### src/hcci_pkg.sv
package hcci_pkg;

	// field widths
	localparam int CNT_W     = 11;
	localparam int ID_W      = 30;
	localparam int PID_W     = 31;
	localparam int CK_W      = 21;
	localparam int CORNER_W  = 3;

	// derived widths
	localparam int PX_W      = CNT_W + 1;
	localparam int PPLANE_W  = 2 * PX_W;
	localparam int PLANE_W   = 2 * CNT_W;
	localparam int TOTAL_W   = PLANE_W + CNT_W;

	// restoring divider: quotient bits, steps per cycle
	localparam int QUO_W     = CNT_W + 1;
	localparam int DIV_STEPS = 4;
	localparam int DIV_CYC   = QUO_W / DIV_STEPS;
	localparam int DSH_W     = PLANE_W + QUO_W - 1;

	// config register indexes
	localparam int CFG_IDX_W = 2;
	localparam logic [CFG_IDX_W-1:0] CFG_CELLS_X = 2'd0;
	localparam logic [CFG_IDX_W-1:0] CFG_CELLS_Y = 2'd1;
	localparam logic [CFG_IDX_W-1:0] CFG_CELLS_Z = 2'd2;

	// hexahedron corner order, bit q is the offset of corner q
	localparam int NUM_CORNERS = 8;
	localparam logic [CORNER_W-1:0] LAST_CORNER = CORNER_W'(NUM_CORNERS - 1);
	localparam logic [NUM_CORNERS-1:0] CORNER_DI = 8'b0110_0110;
	localparam logic [NUM_CORNERS-1:0] CORNER_DJ = 8'b1100_1100;
	localparam logic [NUM_CORNERS-1:0] CORNER_DK = 8'b1111_0000;

	// one classified cell, front to back
	typedef struct packed {
		logic             oor;
		logic [PID_W-1:0] base;
		logic [CNT_W-1:0] ci;
		logic [CNT_W-1:0] cj;
		logic [CNT_W-1:0] ck;
	} cell_t;

	typedef struct packed {
		logic [ID_W-1:0]  rem;
		logic [QUO_W-1:0] quo;
	} div_t;

	// zero reads as one, above the limit saturates
	function automatic logic [CNT_W-1:0] eff_count(input logic [CNT_W-1:0] v, input int limit);
		logic [CNT_W-1:0] r;
		if (v == '0) begin
			r = CNT_W'(1);
		end else if (int'(v) > limit) begin
			r = CNT_W'(limit);
		end else begin
			r = v;
		end
		return r;
	endfunction

	// a few restoring steps, divisor pre-shifted to the current quotient bit
	function automatic div_t div_step(input logic [ID_W-1:0] rem, input logic [DSH_W-1:0] dsh,
			input logic [QUO_W-1:0] quo);
		div_t r;
		logic [DSH_W-1:0] d;
		logic hit;
		r.rem = rem;
		r.quo = quo;
		for (int s = 0; s < DIV_STEPS; s++) begin
			d = dsh >> s;
			hit = (DSH_W'(r.rem) >= d);
			if (hit) begin
				r.rem = r.rem - d[ID_W-1:0];
			end
			r.quo = {r.quo[QUO_W-2:0], hit};
		end
		return r;
	endfunction

endpackage

### src/hcci_in_if.sv
interface hcci_in_if;
	logic                      valid;
	logic                      ready;
	logic [hcci_pkg::ID_W-1:0] cell_id;

	modport source (output valid, output cell_id, input ready);
	modport sink (input valid, input cell_id, output ready);
endinterface

### src/hcci_out_if.sv
interface hcci_out_if;
	logic                          valid;
	logic                          ready;
	logic [hcci_pkg::CORNER_W-1:0] corner;
	logic [hcci_pkg::PID_W-1:0]    point_id;
	logic [hcci_pkg::CNT_W-1:0]    corner_i;
	logic [hcci_pkg::CNT_W-1:0]    corner_j;
	logic [hcci_pkg::CK_W-1:0]     corner_k;
	logic                          out_of_range;
	logic                          last;

	modport source (output valid, output corner, output point_id, output corner_i,
		output corner_j, output corner_k, output out_of_range, output last, input ready);
	modport sink (input valid, input corner, input point_id, input corner_i,
		input corner_j, input corner_k, input out_of_range, input last, output ready);
endinterface

### src/hex_cell_corner_indices_unit.sv
// path: an accepted cell id is divided in the front, multiplied to a base point id, queued,
// then sent as eight registered corner beats; one corner beat per cycle while corners.ready
// holds, and the front divider cannot take a new cell id until it has finished the last one
// reset: arst_n async active low, cell counts return to 1, queue and output stage empty,
// no clearing pass, ready right after reset
module hex_cell_corner_indices_unit #(
	parameter int AXIS_CELLS = 1024
) (
	input  logic                             clk,
	input  logic                             arst_n,
	hcci_in_if.sink                          cells,
	hcci_out_if.source                       corners,
	input  logic                             cfg_wr_en,
	input  logic [hcci_pkg::CFG_IDX_W-1:0]   cfg_index,
	input  logic [hcci_pkg::CNT_W-1:0]       cfg_wdata
);

	localparam int CNT_W    = hcci_pkg::CNT_W;
	localparam int PX_W     = hcci_pkg::PX_W;
	localparam int PPLANE_W = hcci_pkg::PPLANE_W;

	// configured cell counts, kept as written
	logic [CNT_W-1:0]    cells_x_q;
	logic [CNT_W-1:0]    cells_y_q;
	logic [CNT_W-1:0]    cells_z_q;

	// counts clamped to 1..AXIS_CELLS
	logic [CNT_W-1:0]    nx_eff;
	logic [CNT_W-1:0]    ny_eff;
	logic [CNT_W-1:0]    nz_eff;

	// point lattice strides, read by the front's multiply step and by the back's corner point ids
	logic [PX_W-1:0]     px_c;
	logic [PX_W-1:0]     py_c;
	logic [PX_W-1:0]     px_q;
	logic [PPLANE_W-1:0] pplane_q;

	// front to queue, queue to back
	logic                push_valid;
	hcci_pkg::cell_t     push_data;
	logic                push_ready;
	logic                pop_valid;
	hcci_pkg::cell_t     pop_data;
	logic                pop;

	always_ff @(posedge clk or negedge arst_n) begin
		if (!arst_n) begin
			cells_x_q <= CNT_W'(1);
			cells_y_q <= CNT_W'(1);
			cells_z_q <= CNT_W'(1);
		end else if (cfg_wr_en) begin
			unique case (cfg_index)
				hcci_pkg::CFG_CELLS_X: cells_x_q <= cfg_wdata;
				hcci_pkg::CFG_CELLS_Y: cells_y_q <= cfg_wdata;
				hcci_pkg::CFG_CELLS_Z: cells_z_q <= cfg_wdata;
				default: begin
				end
			endcase
		end
	end

	assign nx_eff = hcci_pkg::eff_count(cells_x_q, AXIS_CELLS);
	assign ny_eff = hcci_pkg::eff_count(cells_y_q, AXIS_CELLS);
	assign nz_eff = hcci_pkg::eff_count(cells_z_q, AXIS_CELLS);

	// strides are registered from the cell count registers, the front reads them in its multiply state
	assign px_c = PX_W'(nx_eff) + PX_W'(1);
	assign py_c = PX_W'(ny_eff) + PX_W'(1);

	always_ff @(posedge clk) begin
		px_q     <= px_c;
		pplane_q <= PPLANE_W'(px_c) * PPLANE_W'(py_c);
	end

	// front: range check, id split by plane then by row, base point id
	hcci_front u_front (
		.clk        (clk),
		.arst_n     (arst_n),
		.cells      (cells),
		.nx_eff     (nx_eff),
		.ny_eff     (ny_eff),
		.nz_eff     (nz_eff),
		.px         (px_q),
		.pplane     (pplane_q),
		.push_valid (push_valid),
		.push_data  (push_data),
		.push_ready (push_ready)
	);

	// two-entry queue lets the front start the next id while corners go out
	hcci_queue u_queue (
		.clk        (clk),
		.arst_n     (arst_n),
		.push_valid (push_valid),
		.push_data  (push_data),
		.push_ready (push_ready),
		.pop_valid  (pop_valid),
		.pop_data   (pop_data),
		.pop        (pop)
	);

	// back: eight corner beats per cell through a registered output stage
	hcci_back u_back (
		.clk       (clk),
		.arst_n    (arst_n),
		.pop_valid (pop_valid),
		.pop_data  (pop_data),
		.pop       (pop),
		.px        (px_q),
		.pplane    (pplane_q),
		.corners   (corners)
	);

`ifndef SYNTHESIS
	// an out of range cell gives zero coordinates and point ids
	a_oor_zero: assert property (@(posedge clk) disable iff (!arst_n)
		corners.valid && corners.out_of_range |->
		corners.point_id == '0 && corners.corner_i == '0 && corners.corner_j == '0
		&& corners.corner_k == '0)
		else $error("out of range beat with nonzero coordinates");

	// corners of one cell come back to back and in order
	a_corner_seq: assert property (@(posedge clk) disable iff (!arst_n)
		corners.valid && corners.ready && !corners.last |=>
		corners.valid && ((corners.corner - $past(corners.corner)) == 3'd1))
		else $error("corner beat missing or out of order");

	// the divider is busy after taking a cell id
	a_front_busy: assert property (@(posedge clk) disable iff (!arst_n)
		cells.valid && cells.ready |=> !cells.ready)
		else $error("front took a cell id while dividing");
`endif

endmodule

### src/hcci_front.sv
module hcci_front (
	input  logic                            clk,
	input  logic                            arst_n,
	hcci_in_if.sink                         cells,
	input  logic [hcci_pkg::CNT_W-1:0]      nx_eff,
	input  logic [hcci_pkg::CNT_W-1:0]      ny_eff,
	input  logic [hcci_pkg::CNT_W-1:0]      nz_eff,
	input  logic [hcci_pkg::PX_W-1:0]       px,
	input  logic [hcci_pkg::PPLANE_W-1:0]   pplane,
	output logic                            push_valid,
	output hcci_pkg::cell_t                 push_data,
	input  logic                            push_ready
);

	localparam int CNT_W    = hcci_pkg::CNT_W;
	localparam int PID_W    = hcci_pkg::PID_W;
	localparam int PLANE_W  = hcci_pkg::PLANE_W;
	localparam int TOTAL_W  = hcci_pkg::TOTAL_W;
	localparam int DSH_W    = hcci_pkg::DSH_W;
	localparam int PK_W     = hcci_pkg::CNT_W + hcci_pkg::PPLANE_W;
	localparam int PJ_W     = hcci_pkg::CNT_W + hcci_pkg::PX_W;
	localparam int CYC_W    = $clog2(hcci_pkg::DIV_CYC);
	localparam logic [CYC_W-1:0] LAST_CYC = CYC_W'(hcci_pkg::DIV_CYC - 1);

	localparam logic [2:0] ST_IDLE = 3'd0;
	localparam logic [2:0] ST_DIVK = 3'd1;
	localparam logic [2:0] ST_DIVJ = 3'd2;
	localparam logic [2:0] ST_MUL  = 3'd3;
	localparam logic [2:0] ST_DONE = 3'd4;

	logic [2:0]                     state_q;
	logic [CYC_W-1:0]               cnt_q;
	logic [hcci_pkg::ID_W-1:0]      rem_q;
	logic [hcci_pkg::QUO_W-1:0]     quo_q;
	logic [DSH_W-1:0]               dsh_q;
	logic [PLANE_W-1:0]             plane_q;
	logic [CNT_W-1:0]               nx_q;
	logic [CNT_W-1:0]               nz_q;
	logic                           oor_q;
	logic [CNT_W-1:0]               ci_q;
	logic [CNT_W-1:0]               cj_q;
	logic [CNT_W-1:0]               ck_q;
	logic [PID_W-1:0]               prodk_q;
	logic [PJ_W-1:0]                prodj_q;

	logic                           accept;
	hcci_pkg::div_t                 step;
	logic [PLANE_W-1:0]             plane_c;
	logic [TOTAL_W-1:0]             total_c;
	logic [PK_W-1:0]                prodk_c;
	logic [PJ_W-1:0]                prodj_c;

	assign cells.ready = (state_q == ST_IDLE) || ((state_q == ST_DONE) && push_ready);
	assign accept      = cells.valid && cells.ready;

	assign step    = hcci_pkg::div_step(rem_q, dsh_q, quo_q);
	assign plane_c = PLANE_W'(nx_eff) * PLANE_W'(ny_eff);
	assign total_c = TOTAL_W'(plane_q) * TOTAL_W'(nz_q);
	assign prodk_c = PK_W'(ck_q) * PK_W'(pplane);
	assign prodj_c = PJ_W'(cj_q) * PJ_W'(px);

	assign push_valid     = (state_q == ST_DONE);
	assign push_data.oor  = oor_q;
	assign push_data.base = prodk_q + PID_W'(prodj_q) + PID_W'(ci_q);
	assign push_data.ci   = ci_q;
	assign push_data.cj   = cj_q;
	assign push_data.ck   = ck_q;

	always_ff @(posedge clk or negedge arst_n) begin
		if (!arst_n) begin
			state_q <= ST_IDLE;
			cnt_q   <= '0;
		end else begin
			unique case (state_q)
				ST_IDLE: begin
					cnt_q <= '0;
					if (accept) begin
						state_q <= ST_DIVK;
					end
				end
				ST_DIVK: begin
					if (cnt_q == LAST_CYC) begin
						state_q <= ST_DIVJ;
						cnt_q   <= '0;
					end else begin
						cnt_q <= cnt_q + CYC_W'(1);
					end
				end
				ST_DIVJ: begin
					if (cnt_q == LAST_CYC) begin
						state_q <= ST_MUL;
						cnt_q   <= '0;
					end else begin
						cnt_q <= cnt_q + CYC_W'(1);
					end
				end
				ST_MUL: begin
					state_q <= ST_DONE;
				end
				ST_DONE: begin
					cnt_q <= '0;
					if (accept) begin
						state_q <= ST_DIVK;
					end else if (push_ready) begin
						state_q <= ST_IDLE;
					end
				end
				default: begin
					state_q <= ST_IDLE;
					cnt_q   <= '0;
				end
			endcase
		end
	end

	always_ff @(posedge clk) begin
		if (accept) begin
			rem_q   <= cells.cell_id;
			quo_q   <= '0;
			dsh_q   <= DSH_W'(plane_c) << (hcci_pkg::QUO_W - 1);
			plane_q <= plane_c;
			nx_q    <= nx_eff;
			nz_q    <= nz_eff;
		end else begin
			case (state_q)
				ST_DIVK: begin
					rem_q <= step.rem;
					// rem still holds the id on the first cycle
					if (cnt_q == '0) begin
						oor_q <= (TOTAL_W'(rem_q) >= total_c);
					end
					if (cnt_q == LAST_CYC) begin
						ck_q  <= step.quo[CNT_W-1:0];
						quo_q <= '0;
						dsh_q <= DSH_W'(nx_q) << (hcci_pkg::QUO_W - 1);
					end else begin
						quo_q <= step.quo;
						dsh_q <= dsh_q >> hcci_pkg::DIV_STEPS;
					end
				end
				ST_DIVJ: begin
					rem_q <= step.rem;
					quo_q <= step.quo;
					dsh_q <= dsh_q >> hcci_pkg::DIV_STEPS;
					if (cnt_q == LAST_CYC) begin
						cj_q <= step.quo[CNT_W-1:0];
						ci_q <= step.rem[CNT_W-1:0];
					end
				end
				ST_MUL: begin
					prodk_q <= prodk_c[PID_W-1:0];
					prodj_q <= prodj_c;
				end
				default: begin
				end
			endcase
		end
	end

endmodule

### src/hcci_queue.sv
module hcci_queue (
	input  logic            clk,
	input  logic            arst_n,
	input  logic            push_valid,
	input  hcci_pkg::cell_t push_data,
	output logic            push_ready,
	output logic            pop_valid,
	output hcci_pkg::cell_t pop_data,
	input  logic            pop
);

	localparam int DEPTH = 2;
	localparam int PTR_W = $clog2(DEPTH);

	hcci_pkg::cell_t  mem_q [DEPTH];
	logic [PTR_W-1:0] wr_ptr_q;
	logic [PTR_W-1:0] rd_ptr_q;
	logic [PTR_W:0]   count_q;
	logic             do_push;
	logic             do_pop;

	assign push_ready = (count_q != (PTR_W + 1)'(DEPTH));
	assign pop_valid  = (count_q != '0);
	assign pop_data   = mem_q[rd_ptr_q];
	assign do_push    = push_valid && push_ready;
	assign do_pop     = pop && pop_valid;

	always_ff @(posedge clk or negedge arst_n) begin
		if (!arst_n) begin
			wr_ptr_q <= '0;
			rd_ptr_q <= '0;
			count_q  <= '0;
		end else begin
			if (do_push) begin
				wr_ptr_q <= wr_ptr_q + PTR_W'(1);
			end
			if (do_pop) begin
				rd_ptr_q <= rd_ptr_q + PTR_W'(1);
			end
			if (do_push && !do_pop) begin
				count_q <= count_q + (PTR_W + 1)'(1);
			end else if (do_pop && !do_push) begin
				count_q <= count_q - (PTR_W + 1)'(1);
			end
		end
	end

	always_ff @(posedge clk) begin
		if (do_push) begin
			mem_q[wr_ptr_q] <= push_data;
		end
	end

endmodule

### src/hcci_back.sv
module hcci_back (
	input  logic                          clk,
	input  logic                          arst_n,
	input  logic                          pop_valid,
	input  hcci_pkg::cell_t               pop_data,
	output logic                          pop,
	input  logic [hcci_pkg::PX_W-1:0]     px,
	input  logic [hcci_pkg::PPLANE_W-1:0] pplane,
	hcci_out_if.source                    corners
);

	localparam int CNT_W    = hcci_pkg::CNT_W;
	localparam int PX_W     = hcci_pkg::PX_W;
	localparam int PID_W    = hcci_pkg::PID_W;
	localparam int CK_W     = hcci_pkg::CK_W;
	localparam int CORNER_W = hcci_pkg::CORNER_W;

	logic                  busy_q;
	logic [CORNER_W-1:0]   corner_q;
	hcci_pkg::cell_t       item_q;
	logic                  out_valid_q;
	logic [CORNER_W-1:0]   out_corner_q;
	logic [PID_W-1:0]      out_pid_q;
	logic [CNT_W-1:0]      out_i_q;
	logic [CNT_W-1:0]      out_j_q;
	logic [CK_W-1:0]       out_k_q;
	logic                  out_oor_q;
	logic                  out_last_q;

	logic                  out_free;
	logic                  gen;
	logic                  is_last;
	logic                  di;
	logic                  dj;
	logic                  dk;
	logic [PX_W-1:0]       a_c;
	logic [PX_W-1:0]       b_c;
	logic [PX_W-1:0]       c_c;
	logic [PID_W-1:0]      pid_c;

	assign out_free = !out_valid_q || corners.ready;
	assign gen      = busy_q && out_free;
	assign is_last  = (corner_q == hcci_pkg::LAST_CORNER);
	assign pop      = pop_valid && (!busy_q || (gen && is_last));

	assign di = hcci_pkg::CORNER_DI[corner_q];
	assign dj = hcci_pkg::CORNER_DJ[corner_q];
	assign dk = hcci_pkg::CORNER_DK[corner_q];

	assign a_c   = PX_W'(item_q.ci) + PX_W'(di);
	assign b_c   = PX_W'(item_q.cj) + PX_W'(dj);
	assign c_c   = PX_W'(item_q.ck) + PX_W'(dk);
	// corners add one point, one row and one plane, as their offset bits say, to the base point id
	assign pid_c = item_q.base + (dk ? PID_W'(pplane) : '0) + (dj ? PID_W'(px) : '0)
		+ PID_W'(di);

	assign corners.valid        = out_valid_q;
	assign corners.corner       = out_corner_q;
	assign corners.point_id     = out_pid_q;
	assign corners.corner_i     = out_i_q;
	assign corners.corner_j     = out_j_q;
	assign corners.corner_k     = out_k_q;
	assign corners.out_of_range = out_oor_q;
	assign corners.last         = out_last_q;

	always_ff @(posedge clk or negedge arst_n) begin
		if (!arst_n) begin
			busy_q      <= 1'b0;
			corner_q    <= '0;
			out_valid_q <= 1'b0;
		end else begin
			if (pop) begin
				busy_q   <= 1'b1;
				corner_q <= '0;
			end else if (gen) begin
				corner_q <= corner_q + CORNER_W'(1);
				if (is_last) begin
					busy_q <= 1'b0;
				end
			end
			if (gen) begin
				out_valid_q <= 1'b1;
			end else if (corners.ready) begin
				out_valid_q <= 1'b0;
			end
		end
	end

	always_ff @(posedge clk) begin
		if (pop) begin
			item_q <= pop_data;
		end
		if (gen) begin
			out_corner_q <= corner_q;
			out_pid_q    <= item_q.oor ? '0 : pid_c;
			out_i_q      <= item_q.oor ? '0 : a_c[CNT_W-1:0];
			out_j_q      <= item_q.oor ? '0 : b_c[CNT_W-1:0];
			out_k_q      <= item_q.oor ? '0 : CK_W'(c_c);
			out_oor_q    <= item_q.oor;
			out_last_q   <= is_last;
		end
	end

endmodule
### src/flat_wrapper.sv
// flat-port wrapper written by rule: the top's interface ports become plain ports
module hex_cell_corner_indices_unit_flat 
#(
	parameter int AXIS_CELLS = 1024
)
  (clk, arst_n, cfg_wr_en, cfg_index, cfg_wdata, cells_valid, cells_cell_id, cells_ready, corners_valid, corners_corner, corners_point_id, corners_corner_i, corners_corner_j, corners_corner_k, corners_out_of_range, corners_last, corners_ready);
  hcci_in_if cells_i ();
  hcci_out_if corners_i ();
  input  logic clk;
  input  logic arst_n;
  input  logic cfg_wr_en;
  input  logic [hcci_pkg::CFG_IDX_W-1:0] cfg_index;
  input  logic [hcci_pkg::CNT_W-1:0] cfg_wdata;
  input wire logic [$bits(cells_i.valid)-1:0] cells_valid;
  input wire logic [$bits(cells_i.cell_id)-1:0] cells_cell_id;
  output wire logic [$bits(cells_i.ready)-1:0] cells_ready;
  output wire logic [$bits(corners_i.valid)-1:0] corners_valid;
  output wire logic [$bits(corners_i.corner)-1:0] corners_corner;
  output wire logic [$bits(corners_i.point_id)-1:0] corners_point_id;
  output wire logic [$bits(corners_i.corner_i)-1:0] corners_corner_i;
  output wire logic [$bits(corners_i.corner_j)-1:0] corners_corner_j;
  output wire logic [$bits(corners_i.corner_k)-1:0] corners_corner_k;
  output wire logic [$bits(corners_i.out_of_range)-1:0] corners_out_of_range;
  output wire logic [$bits(corners_i.last)-1:0] corners_last;
  input wire logic [$bits(corners_i.ready)-1:0] corners_ready;
  assign cells_i.valid = cells_valid;
  assign cells_i.cell_id = cells_cell_id;
  assign cells_ready = cells_i.ready;
  assign corners_valid = corners_i.valid;
  assign corners_corner = corners_i.corner;
  assign corners_point_id = corners_i.point_id;
  assign corners_corner_i = corners_i.corner_i;
  assign corners_corner_j = corners_i.corner_j;
  assign corners_corner_k = corners_i.corner_k;
  assign corners_out_of_range = corners_i.out_of_range;
  assign corners_last = corners_i.last;
  assign corners_i.ready = corners_ready;
  hex_cell_corner_indices_unit #(.AXIS_CELLS(AXIS_CELLS)) u_core (.clk(clk), .arst_n(arst_n), .cells(cells_i), .corners(corners_i), .cfg_wr_en(cfg_wr_en), .cfg_index(cfg_index), .cfg_wdata(cfg_wdata));
endmodule
### config.mk
export PLATFORM = sky130hd
export DESIGN_NAME = hex_cell_corner_indices_unit_flat
export DESIGN_NICKNAME = d
export VERILOG_FILES = /design/src/hcci_pkg.sv /design/src/hcci_in_if.sv /design/src/hcci_out_if.sv /design/src/hex_cell_corner_indices_unit.sv /design/src/hcci_front.sv /design/src/hcci_queue.sv /design/src/hcci_back.sv /design/src/flat_wrapper.sv
export SDC_FILE = /design/constraint.sdc
export NUM_CORES = 2
export LEC_CHECK = 0
export ABC_CLOCK_PERIOD_IN_PS = 34000
export BUFFER_PORTS_ARGS = -buffer_cell sky130_fd_sc_hd__buf_2
export CAP_MARGIN = 20
export CORE_ASPECT_RATIO = 1.75
export CORE_MARGIN = 3
export CORE_UTILIZATION = 55
export CTS_CLUSTER_SIZE = 25
export DETAILED_ROUTE_END_ITERATION = 10
export HOLD_SLACK_MARGIN = 0.15
export MAX_ROUTING_LAYER = met4
export PLACE_DENSITY = 0.71
export SLEW_MARGIN = 20
export SYNTH_ARGS = -nofsm -noshare
export SYNTH_HDL_FRONTEND = slang
export SYNTH_SLANG_ARGS = --single-unit
### constraint.sdc
create_clock -name clk -period 34 [get_ports clk]
set_input_delay 10.2 -clock clk [delete_from_list [all_inputs] [get_ports clk]]
set_output_delay 10.2 -clock clk [all_outputs]
set_load 0.05 [all_outputs]
==> qor.csv <==
stage;metric;value;unit
sta;clock.fmax;70.4;MHz
cells_and_area;seqCellArea;15700;µm²
critical_path;critPathRequiredTime;34.42;ns
place;numPortBuffers;119;
critical_path;path_delay_family;compound AO/OA/AOI/OAI gates;
clocking;cts_buffer_depth;3;
routing;drtIter0Drc;2407;
critical_path;cp_max_fo;49;
synthesis;synthArstFlopShare;8.55;%
global_route;grt_first_pass_wirelength;246000;µm
place;detailed_place_hpwl;126000;µm
clocking;cts.sinks;550;
worst_hold_path;hp-class;register to register;
die;die_w;252;µm
routing;drc;0;
synthesis;synth_edf_count;449;
routing;wl;158000;µm
die;start_util;55.5;%
critical_path;critical_path_class;register to register;
die;rows;157;
synthesis;ys.warnings.count;0;
die;core_area;105000;µm²
place;gp_congestion;0.969;
run;cap_violations;0;
critical_path;crit_slowest_cell;buf_4;
clocking;post-cts-setup-buffer-count;0;
cells_and_area;syn_to_final_growth;6.51;%
cells_and_area;fin_nets;7231;
sta;hold_viol_final;0;
sta;setup_tns;0;ns
sta;maxSlewHeadroom;26.7;%
cells_and_area;layout-drive-gt1-share;7.73;%
routing;drtPass1Iterations;5;
cells_and_area;multiInputGateArea;38700;µm²
clocking;cts_tree;yes;
routing;wl_per_cell;21.4;µm
routing;highest_layer;met4;
synthesis;syn_inst;5928;
sta;post-route-period-util;41.8;%
critical_path;cpMostUsedCell;ha_1;
synthesis;synth_area_leaders;edfxtp_1 23%, fa_1 23%, ha_1 12%;
synthesis;netlist_top_cells_count;824 x nand2_1, 784 x inv_1, 669 x fa_1;
global_route;overflow;0;
run_status;outcome;finished clean;
synthesis;syn-cell-area;58200;µm²
sta;finalMaxSlewViolations;0;
sta;tightest_slew;1.09;ns
global_route;grt_pass1_vias;46100;
clocking;cts_buffers;53;
sta;final-setup-viol-count;0;
cells_and_area;fillers;8977;
synthesis;yosysSeqAreaShare;27.1;%
global_route;grt_max_degree;71;
sta;rsz0062_at_grt;false;
routing;dr_wl_met2;85900;µm
die;io_pins;129;
clocking;htreeDepth;2;
routing;wl_met1;52200;µm
critical_path;cp_num_buf_inv;6;
routing;avgViaCountPerCell;5.85;
synthesis;netlist.top_cell.by_area;edfxtp_1;
routing;wl_met3;6360;µm
synthesis;yosysMostFrequentCell;nand2_1;
critical_path;end_kind;register;
routing;antenna_left;0;
global_route;antenna_found_initial;2;
critical_path;r2r_slack;19.79;ns
synthesis;synthDistinctLibCells;93;
clocking;cts-resized-gates;0;
critical_path;slowest_delay;0.53;ns
critical_path;start_kind;register;
synthesis;ys.flop_type;edfxtp_1;
synthesis;yosys_register_bits;550;
synthesis;synth.avg_cell_area;9.82;µm²
clocking;hold_buffers;0;
die;die_area;110000;µm²
clocking;cts-root-buf;clkbuf_16;
clocking;path_clk_slew;0.07;ns
critical_path;crit_arrival;14.63;ns
global_route;grt_usage;29.9;%
sta;min_period;14.21;ns
routing;via_count;43100;
die;die-height;436;µm
sta;skew;0.0374;ns
clocking;clk_latency;0.66;ns
synthesis;yosysTopAreaCellShare;23.2;%
[path summary, 6_finish.rpt]
path	start	end	cells after the start
setup / recovery	u_core.u_front.dsh_q[4]$_SDFFE_PP0P_	u_core.u_front.rem_q[9]$_DFFE_PP_	45
setup reg to reg	u_core.u_front.dsh_q[4]$_SDFFE_PP0P_	u_core.u_front.rem_q[9]$_DFFE_PP_	45
min in group asynchronous	arst_n	u_core.cells_z_q[2]$_DFFE_PN0P_	2
hold reg to reg	u_core.u_front.dsh_q[5]$_SDFFE_PP0P_	u_core.u_front.dsh_q[1]$_SDFFE_PP0P_	2
hold / removal	u_core.u_front.dsh_q[5]$_SDFFE_PP0P_	u_core.u_front.dsh_q[1]$_SDFFE_PP0P_	2
max in group asynchronous	arst_n	u_core.u_queue.rd_ptr_q$_DFFE_PN0P_	2
[sequential cells by signal, indices dropped and copies added, names as in the netlist, 12 cells and up]
name and cells:
u_core.u_queue.mem_q 130, u_core.u_back.item_q 65, u_core.u_front.dsh_q 33, u_core.u_back.corners.point_id 31, u_core.u_front.prodk_q 31, u_core.u_front.rem_q 30, u_core.pplane_q 24, u_core.u_front.prodj_q 23
u_core.u_front.plane_q 22, u_core.px_q 12, u_core.u_back.corners.corner_k 12
[worst reg2reg max path: cells and delay by family, from the launching register on]
| kind | cells | cell delay, ns |
|---|---|---|
| AO/OA/AOI/OAI | 23 | 6.34 |
| adder cells (fa/ha/maj) | 5 | 1.63 |
| buffers and inverters | 6 | 2.17 |
| flip-flops | 1 | 0.33 |
| multiplexers | 3 | 1.29 |
| AND/OR/NAND/NOR | 8 | 2.21 |
[metal layers]
layer  track usage, %  vias up
met4             21.0        0
met5                -        -
met3             2.67      633
met2             55.6     1387
li1                 -    19700
met1             28.9    21400
[logic make-up (layout without fill, tap and decap cells)]
group           count (synthesis)  count (layout)  share of synthesized area, %
buf+inv                      1017            1073                          6.70
other cells                     2              35                        0.0129
flops                         550             550                          27.1
xor+xnor                      292             292                          4.40
mux                           154             154                          2.98
compound gates                861             861                          9.56
simple gates                 1840            1840                          14.6
fa+ha+maj                    1212            1212                          34.7
[per-stage QoR]
step	setup WS [ns]	util, %	cells	area (µm²)	hold slack (ns)
4_1_cts	19.97	59.1	7366	62000	0.454
5_1_grt	18.96	59.1	7367	62000	0.479
3_3_place_gp	20.26	57.4	7267	60200	0.437
6_report	19.79	59.1	7368	62000	0.455
3_5_place_dp	20.06	57.4	7267	60200	0.440
2_1_floorplan	19.26	-	5959	58300	0.421
[layout by cell type, fill, tap and decap left out, drive strengths merged, types with 9 or more instances in the layout]
master    n
a211o    11
a211oi   27
a21boi    9
a21o     99
a21oi   261
a22o     10
a31o     11
a31oi    46
and2    278
and3     38
buf     176
clkbuf   63
clkinv   29
conb     33
dfrtp    44
dfxtp    54
edfxtp  449
fa      669
ha      543
inv     798
mux2    137
mux2i    17
nand2   824
nand2b   39
nand3    93
nand4    33
nor2    324
nor2b    71
nor3     61
nor4     11
o211ai   23
o21a     45
o21ai   176
o21bai   28
o31a      9
o31ai    26
or2      12
or3      32
xnor2   196
xor2     96
[final cells by class]
cell class / instances / share of cell area [%]
multi-input cells: 4392 / 62.5
flip-flops and latches: 550 / 25.4
clock inverters: 36 / 0.626
diodes: 2 / 0.00808
repair buffers: 176 / 1.65
well taps: 1351 / 2.73
clock buffers: 63 / 2.24
inverters: 798 / 4.84
Power is not shown: default switching activity piles up to over one toggle a cycle in this logic, so the estimate is an artifact.
